[src/design/vngs_pkg.sv]
`timescale 1ns / 1ps
// shared types, codes and the cosine weight table of the value noise grid sampler
package vngs_pkg;

    localparam int CFG_W     = 7;
    localparam int CFG_AW    = 2;
    localparam int COORD_W   = 15;
    localparam int VALUE_W   = 16;
    localparam int S_TDATA_W = 48;
    localparam int PROD_W    = 33;

    localparam logic [16:0] W_ONE = 17'h10000;

    localparam logic CMD_SAMPLE = 1'b0;
    localparam logic CMD_WRITE  = 1'b1;

    typedef enum logic [CFG_AW-1:0] {
        CFG_GRID_WIDTH  = 2'd0,
        CFG_GRID_HEIGHT = 2'd1,
        CFG_INTERP_MODE = 2'd2
    } t_cfg_idx;

    typedef struct packed {
        logic cmd_wr;
        logic wr_ok;
        logic oob;
    } t_ctl;

    typedef logic [VALUE_W-1:0] t_cos_lut [256];

    localparam longint unsigned PI_Q30 = 64'd3373259426;
    localparam longint unsigned TAYLOR_DIV [1:7] = '{64'd6, 64'd20, 64'd42, 64'd72,
                                                     64'd110, 64'd156, 64'd210};

    // round(65536 * sin^2(pi*t/512)) with Q30 taylor arithmetic
    function automatic t_cos_lut build_cos_lut();
        t_cos_lut        lut;
        longint unsigned x;
        longint unsigned term;
        longint unsigned sq;
        longint          sum;
        for (int t = 0; t < 256; t++) begin
            x    = (PI_Q30 * 64'(t) + 64'd256) >> 9;
            term = x;
            sum  = longint'(x);
            for (int k = 1; k <= 7; k++) begin
                term = (term * x) >> 30;
                term = (term * x) >> 30;
                term = term / TAYLOR_DIV[k];
                if (k[0]) begin
                    sum = sum - longint'(term);
                end else begin
                    sum = sum + longint'(term);
                end
            end
            if (sum < 0) begin
                sum = 0;
            end
            if (sum > (longint'(1) << 30)) begin
                sum = longint'(1) << 30;
            end
            sq = longint'(unsigned'(sum)) * longint'(unsigned'(sum));
            sq = (sq + (64'd1 << 43)) >> 44;
            lut[t] = (sq > 64'd65535) ? 16'hFFFF : 16'(sq);
        end
        return lut;
    endfunction

    localparam t_cos_lut COS_LUT = build_cos_lut();

endpackage

[src/design/vngs_lerp.sv]
`timescale 1ns / 1ps
// two stage weighted blend of a pair of values in q0.16
module vngs_lerp
    import vngs_pkg::*;
(
    input  logic               i_clk,
    input  logic               i_en_mul,
    input  logic               i_en_sum,
    input  logic [VALUE_W-1:0] i_a,
    input  logic [VALUE_W-1:0] i_b,
    input  logic [VALUE_W-1:0] i_w,
    output logic [VALUE_W-1:0] o_y
);

    logic [16:0]         wc;
    logic [PROD_W-1:0]   n_pa, n_pb, sum;
    logic [PROD_W-1:0]   r_pa, r_pb;
    logic [VALUE_W-1:0]  r_y;

    always_comb begin
        wc   = W_ONE - 17'(i_w);
        n_pa = PROD_W'(i_a) * PROD_W'(wc);
        n_pb = PROD_W'(i_b) * PROD_W'(i_w);
        sum  = r_pa + r_pb + PROD_W'(32768);
    end

    always_ff @(posedge i_clk) begin
        if (i_en_mul) begin
            r_pa <= n_pa;
            r_pb <= n_pb;
        end
        if (i_en_sum) begin
            r_y <= VALUE_W'(sum >> 16);
        end
    end

    assign o_y = r_y;

endmodule

[config.mk]
export PLATFORM = sky130hd
export DESIGN_NAME = vngs_lerp
export DESIGN_NICKNAME = d
export VERILOG_FILES = /design/src/design/vngs_pkg.sv /design/src/design/vngs_lerp.sv
export SDC_FILE = /design/constraint.sdc
export NUM_CORES = 1
export LEC_CHECK = 0
export BUFFER_PORTS_ARGS = -buffer_cell sky130_fd_sc_hd__buf_2
export CORE_UTILIZATION = 60
export CTS_CLUSTER_DIAMETER = 150
export CTS_CLUSTER_SIZE = 10
export DETAILED_ROUTE_END_ITERATION = 6
export PLACE_DENSITY = 0.8
export SLEW_MARGIN = 15
export SYNTH_ARGS = -nofsm -noshare
export SYNTH_HDL_FRONTEND = slang
export SYNTH_SLANG_ARGS = --single-unit
[constraint.sdc]
create_clock -name i_clk -period 8.57 [get_ports i_clk]
set_input_delay 1.714 -clock i_clk [delete_from_list [all_inputs] [get_ports i_clk]]
set_output_delay 1.714 -clock i_clk [all_outputs]
set_load 0.005 [all_outputs]
# After elaboration in Yosys (flattened, before gate mapping)
# Index checks and enable logic that the tools add are counted.
totals:
  mem_bits_rw: 0
  word_cells: 8
  rom_bits: 0
  latch_bits: 0
  ff_bits: 80
  in_bits: 51
  n_memories: 0
classes:
  muxes: 0
  shifts: 0
  n_div: 0
  reduce_logical: 0
  addsub: 3
  order_cmp: 0
  n_eq_ne: 0
  mul: 2
  bitwise_logic: 0
ops:
  columns: ["op", "n"]
  rows:
  - ["$add A32 B16 Y32 const B", 1]
  - ["$add A32 B32 Y32", 1]
  - ["$mul A16 B16 Y32", 1]
  - ["$mul A16 B17 Y32", 1]
  - ["$sub A17 B16 Y17 const A", 1]

# Longest topological paths before layout
# Gate-level depths: netlist (run 1).
depth:
  depth_word: 2
  ltp_mapped: 29

# Worst setup path after synthesis (run 1)
# OpenSTA, ideal clock, no wires.
synth_timing:
  path_type: "input-to-reg"
  start: "input port i_w[1]"
  end: "register r_pa[31] (data pin)"
  slack_ps: -97
  required_ps: 8310
  cell_stages: 26
  arrival_time_ps: 8407
  path_buffers: 2
  setup_time_ps: 260
  cell_sequence: "clkbuf_1 inv_1 ha_1 nand3_2 or4_4 or3b_4 xor2_1 buf_2 nand2_1 fa_1 fa_1 inv_1 fa_1 fa_1 fa_1 inv_1 fa_1 inv_1 ha_1 nand4_1 and2b_2 a2111o_1 a31oi_2 or4_1 a31oi_1 xnor2_1"
synth_between:
  elab_chain_cells: 2
synth_rtl:
  columns: ["item", "line", "rtl"]
  rows:
  - ["start, declared", "vngs_lerp.sv:11", "input logic [VALUE_W-1:0] i_w,"]
  - ["$sub A17 B16 Y17", "vngs_lerp.sv:21", "wc = W_ONE - 17'(i_w);"]
  - ["$mul A16 B17 Y32", "vngs_lerp.sv:22", "n_pa = PROD_W'(i_a) * PROD_W'(wc);"]
  - ["net n_pa[31]", "vngs_lerp.sv:16", "logic [PROD_W-1:0] n_pa, n_pb, sum;"]
  - ["end signal, assigned", "vngs_lerp.sv:29", "r_pa <= n_pa;"]
  - ["end, declared", "vngs_lerp.sv:17", "logic [PROD_W-1:0] r_pa, r_pb;"]
# The timed path passes the listed nets, and every way through them passes these cells.
# A chain may end at the register's enable or synchronous reset.

# Worst setup path in the final report (run 1)
layout_timing:
  start: "input port i_w[3]"
  end: "register r_pa[31] (data pin)"
# The elaborated chain is that of the path after synthesis.

==> out/results.ini, run 1 <==
[die]
ios = 67
core_area_sq_mm = 0.0348
start_util_pct = 61.3
die_area_sq_mm = 0.0363
die_h_um = 191
die-width_um = 191
fp-row-count = 68

[clocking]
htreeDepth = 3
clockRootBuffer = clkbuf_16
clk_latency_ns = 0.34
clock-sinks = 80
ctsHoldBuffers = 0
clk_pin_slew_ns = 0.06
cts_tree = built
cts_buffers = 9
clock_path_buffers = 2

[setup_path]
crit_slowest_cell = or4_4
critPathRequiredTime_ns = 8.66
cp-start-kind = input pin
reg2reg_to = o_y[13]
cp_top_family = adder cells
cpMostUsedCell = fa_1
cp_data_arrival_time_ns = 8.64
critPathMaxStageDelay_ns = 0.58
regToRegStartpoint = r_pa[16]
r2r_cells = 10
crit_path_max_fanout = 3
cp_num_buf_inv = 6
end_kind = register
r2r_slack_ns = 5.27
setup.worst_path.class = input pin to register

[timing]
drv_slew = 0
finClkSkew_ns = 0.00407
fmax_ghz = 0.117
min_period_ns = 8.55
rsz0062_at_grt = yes
max-slew-margin-rel_pct = 42.9
hold_slack_ns = 0.750
fin_crit_sh_pct = 99.8
tightest_slew_ns = 0.856
setup_viol = 0
fin_ws_ns = 0.0204
hold_viol = 0

[cells_and_area]
drive_gt1_share_pct = 10.5
fin_nets = 3083
syn_to_final_growth_pct = 9.02
final_area_sq_mm = 0.0233
n_fill_cell = 2627

[detailed_routing]
viasPerCell = 5.67
drc_errors = 2
vias = 16000
dr.pass1.iters = 7
routedWlPerCell_um = 17.6
drt-initial-drc-count = 873
wl_um = 49900
ant_nets = 0

[synthesis]
syn_area_per_cell_sq_um = 9.34
synth-edff-count = 80
netlist_instances = 2283
ys_seq_area_share_pct = 11.3
async_flop_share_pct = 0
synthesis.area_sq_mm = 0.0213
syn_nets = 3000
synth-warning-count = 0
ys.flop_type = edfxtp_1
synth_cell_type_count = 77
ys_seq_elements = 80

[hold_path]
min_path_type = register to register
hold_depth = 2
min_to = o_y[15]
hp-start = r_pb[31]

[global_routing]
grt_max_degree = 65
grt.busiest_layer = met2
gr-usage-met3_pct = 3.39
track_usage_pct = 28.7
grtUsageMet2_pct = 50.2
use_met1_pct = 37.1
grt_pass1_vias = 17400
grt-ovfl-total = 0
grt_pass1_wl_um = 82600
antenna_found_initial = 2

[placed_design]
portBuffers = 66
placed_cell_area_sq_mm = 0.0225
place_congestion = 0.939
hpwl_um = 39800
dp_slack_ns = -0.290

[outcome]
status = complete, but fails checks
violations = design-rule violations

[run]
drv_cap = 0

-- per-stage QoR --
step           std cells  utilization (%)  TNS [ns]
2_1_floorplan       2283                -   -0.0431
3_3_place_gp        2791             64.6    -0.179
3_5_place_dp        2791             64.6     -1.98
4_1_cts             2807             65.4         0
5_1_grt             2826             66.8     -1.11
6_report            2828             66.8         0
-- area by class of cell --
class                   count  area [sq um]  area share (%)
inverters                 494          1850            7.97
repair buffers            161          1070            4.59
clock buffers              10           229           0.985
clock inverters             6          50.0           0.215
diodes                      2          5.00          0.0215
flip-flops and latches     80          2400            10.3
multi-input cells        1620         17100            73.4
well taps                 455           569            2.45
-- routing by layer --
layer	up-vias	wire [um]
li1	7157	-
met1	8198	19500
met2	552	25600
met3	121	3200
met4	0	1660
met5	-	0
-- registers in the layout, summed over array words and instances (netlist names) --
signal and count:
o_y 16, r_pa 32, r_pb 32
-- cells by family after synthesis --
group           count (synthesis)  synth area share, %
compound gates                192                 6.03
xor+xnor                       87                 3.61
fa+ha+maj                     666                 53.2
buf+inv                       583                 10.4
flops                          80                 11.3
mux                             1               0.0469
simple gates                  674                 15.5
-- cells in the mapped netlist, types with 2 or more instances --
cell	instances	area (sq um)
xnor2_1	60	526
edfxtp_1	80	2400
a221o_1	2	20.0
o21ai_1	5	25.0
a311o_1	2	20.0
inv_1	494	1850
buf_1	4	15.0
a211oi_1	8	60.1
o21a_1	9	67.6
ha_1	265	3320
a31oi_1	2	12.5
nand3_1	12	60.1
a21boi_0	2	15.0
o21bai_1	12	90.1
a21o_2	2	17.5
a21o_1	24	180
nor3b_1	2	15.0
nor3_1	17	85.1
nand2b_1	3	18.8
and2_1	220	1380
a41oi_1	2	17.5
clkbuf_1	77	289
nand2_1	338	1270
xor2_1	26	228
o21ai_0	28	140
nor2_1	37	139
o211ai_1	5	37.5
nand3b_1	3	22.5
nor4_1	2	12.5
buf_2	5	25.0
nand4_1	6	37.5
o2111ai_1	2	17.5
and3_1	15	93.8
a211o_1	6	52.6
or2_2	3	18.8
buf_6	2	22.5
fa_1	401	8030
nor2b_1	2	12.5
a21oi_1	60	300
-- placed cells by master, fill, tap and decap left out, drive strengths merged, types with 15 or more instances in the layout --
| master | Yosys | layout |
|---|---|---|
| inv | 494 | 494 |
| fa | 401 | 401 |
| nand2 | 339 | 339 |
| ha | 265 | 265 |
| and2 | 221 | 221 |
| buf | 12 | 161 |
| edfxtp | 80 | 80 |
| xnor2 | 61 | 61 |
| a21oi | 61 | 61 |
| nor2 | 38 | 38 |
| o21ai | 34 | 34 |
| xor2 | 26 | 26 |
| a21o | 26 | 26 |
| nor3 | 18 | 18 |
| and3 | 15 | 15 |
-- how the worst max path moves through the flow --
| stage | depth (start not counted) | end | slack [ns] | start |
|---|---|---|---|---|
| global placement | 28 | r_pa[30] | -0.09 | i_w[1] |
| finish | 28 | r_pa[31] | 0.02 | i_w[3] |
| detailed placement | 25 | r_pa[31] | -0.29 | i_w[1] |
| floorplan | 26 | r_pa[31] | -0.04 | i_w[1] |
| global route | 28 | r_pa[29] | -0.17 | i_w[2] |
| CTS | 25 | r_pa[31] | 0.01 | i_w[1] |
-- worst reg2reg max path: stages (launching register included) --
cell and delay (ns):
edfxtp_1 0.37, ha_1 0.31, ha_1 0.32, a21oi_1 0.19, nand2_1 0.08, a211o_1 0.32, o2111a_1 0.31, nor3_1 0.49
o221ai_1 0.26, a21oi_1 0.27, xnor2_1 0.12
-- timing repair --
action | in CTS | in global routing
endpoints found under the setup margin | 0 | 12
gates resized for setup | 0 | 75
setup buffers | 0 | 19
Power of run 1 is left out: the tool's default activity adds up to more than one toggle a clock period on the data nets, which glitch-free logic cannot reach.
==> run 2: changes to the inputs <==
CTS_CLUSTER_DIAMETER = 200   (was 150)
REMOVE_ABC_BUFFERS = 1   (was not set)
==> out/results.ini, run 2 (synthesis results as in run 1) <==
[clocking]
clockRootBuffer = clkbuf_16  ; unchanged
clk_latency_ns = 0.34  ; about the same
cts_buffers = 9  ; unchanged
cts_tree = built  ; unchanged
clk_pin_slew_ns = 0.06  ; about the same
clock_path_buffers = 2  ; unchanged
ctsHoldBuffers = 0  ; unchanged
htreeDepth = 3  ; unchanged
clock-sinks = 80  ; unchanged

[setup_path]
r2r_slack_ns = 5.33  ; was 5.27 ns
cp-start-kind = input pin  ; unchanged
crit_path_max_fanout = 6  ; was 3
setup.worst_path.class = input pin to register  ; unchanged
critPathMaxStageDelay_ns = 0.54  ; was 0.58 ns
crit_slowest_cell = fa_2  ; was or4_4
cp_data_arrival_time_ns = 8.57  ; was 8.64 ns
critPathRequiredTime_ns = 8.65  ; was 8.66 ns
end_kind = register  ; unchanged

[cells_and_area]
mostFrequentLayoutCells = inv_1, fa_1, nand2_1  ; unchanged
fin_util_pct = 66.6  ; was 66.8%
final_common_cell = inv_1  ; unchanged
syn_to_final_growth_pct = 8.62  ; was 9.02%
fin_nets = 3086  ; was 3083
diodes = 0  ; was 2
drive_gt1_share_pct = 10.2  ; was 10.5%

[detailed_routing]
wl_um = 49600  ; was 49900 um
drc_errors = 0  ; was 2
ant_nets = 0  ; unchanged
drt-initial-drc-count = 1086  ; was 873
dr.pass1.iters = 5  ; was 7
vias = 15800  ; was 16.0k
viasPerCell = 5.59  ; was 5.67
routedWlPerCell_um = 17.5  ; was 17.6 um

[timing]
drv_slew = 0  ; unchanged
setup_viol = 0  ; unchanged
min_period_ns = 8.49  ; was 8.55 ns
finClkSkew_ns = 0.00987  ; was 0.00407 ns
fmax_ghz = 0.118  ; was 0.117 GHz
max-slew-margin-rel_pct = 42.3  ; was 42.9%
hold_viol = 0  ; unchanged
fin_crit_sh_pct = 99.1  ; was 99.8%
rsz0062_at_grt = yes  ; unchanged
tightest_slew_ns = 0.865  ; was 0.856 ns

[hold_path]
min_path_type = register to register  ; unchanged

[die]
core_area_sq_mm = 0.0348  ; unchanged
die_h_um = 191  ; unchanged
die_area_sq_mm = 0.0363  ; unchanged
ios = 67  ; unchanged
fp-row-count = 68  ; unchanged
die-width_um = 191  ; unchanged
start_util_pct = 61.3  ; unchanged

[global_routing]
grt-ovfl-total = 0  ; unchanged
grt_pass1_vias = 17500  ; was 17.4k
grt_max_degree = 65  ; unchanged
track_usage_pct = 28.9  ; was 28.7%
grt_pass1_wl_um = 83100  ; was 82600 um
antenna_found_initial = 0  ; was 2

[placed_design]
portBuffers = 66  ; unchanged
place_congestion = 0.937  ; was 0.939
hpwl_um = 40800  ; was 39800 um

[run]
drv_cap = 0  ; unchanged

[outcome]
status = complete, no violations  ; was complete, but fails checks

==> run 2: cell count changes in the layout (fill, tap and decap cells not counted), moves of 4 or more <==
cell	delta
clkinv_1	-4
fa_1	-4
inv_2	-4
xnor2_2	-4
inv_1	+4
fa_2	+4
==> run 2: area by class of cell <==
type | count | area, sq um
multi-input combinational | 1620 | 17000
fill | 2653 | 11600
sequential | 80 | 2400
inverter | 494 | 1850
timing repair buffer | 164 | 1080
tap | 455 | 569
clock buffer | 9 | 225
clock inverter | 6 | 71.3
==> run 2: metrics by stage <==
stage / worst slack (ns) / hold slack (ns) / TNS [ns] / instance area [sq um] / std cells
floorplan: -0.0836 / 0.615 / -0.124 / 21000 / 2194
global route: -0.174 / 0.731 / -1.06 / 23200 / 2828
detailed placement: -0.387 / 0.655 / -2.14 / 22500 / 2804
global placement: -0.132 / 0.688 / -0.534 / 22500 / 2804
CTS: 0.0332 / 0.692 / 0 / 22800 / 2819
finish: 0.0764 / 0.708 / 0 / 23200 / 2828
==> run 2: final timing paths <==
path	from	end	cells after the start
worst min-delay path	r_pb[31]	o_y[15]	2
worst max-delay path	i_w[0]	r_pa[23]	31
worst max register to register	r_pa[16]	o_y[13]	10
worst min register to register	r_pb[31]	o_y[15]	2
==> run 2: worst max-delay path: cells and delay by family <==
| family | cells | cell delay (ns) |
|---|---|---|
| adder cells (fa/ha/maj) | 7 | 3.13 |
| AND/OR/NAND/NOR | 7 | 1.38 |
| buffers and inverters | 11 | 1.30 |
| AO/OA/AOI/OAI | 4 | 0.84 |
| XOR/XNOR | 2 | 0.21 |
==> run 2: layer usage <==
metal	GRT usage [%]	vias to the layer above	part of all wire, %
li1	-	7150	-
met1	35.1	8038	38
met2	52.6	514	53
met3	3.09	111	5.4
met4	11.1	0	3.9
met5	0	-	0
==> run 2: what timing repair did <==
item,CTS,global route
setup endpoints to repair,1,11
resized for setup,1,52
pin swaps,0,39
buffers inserted,0,9
Power of run 2 is left out for the same reason.
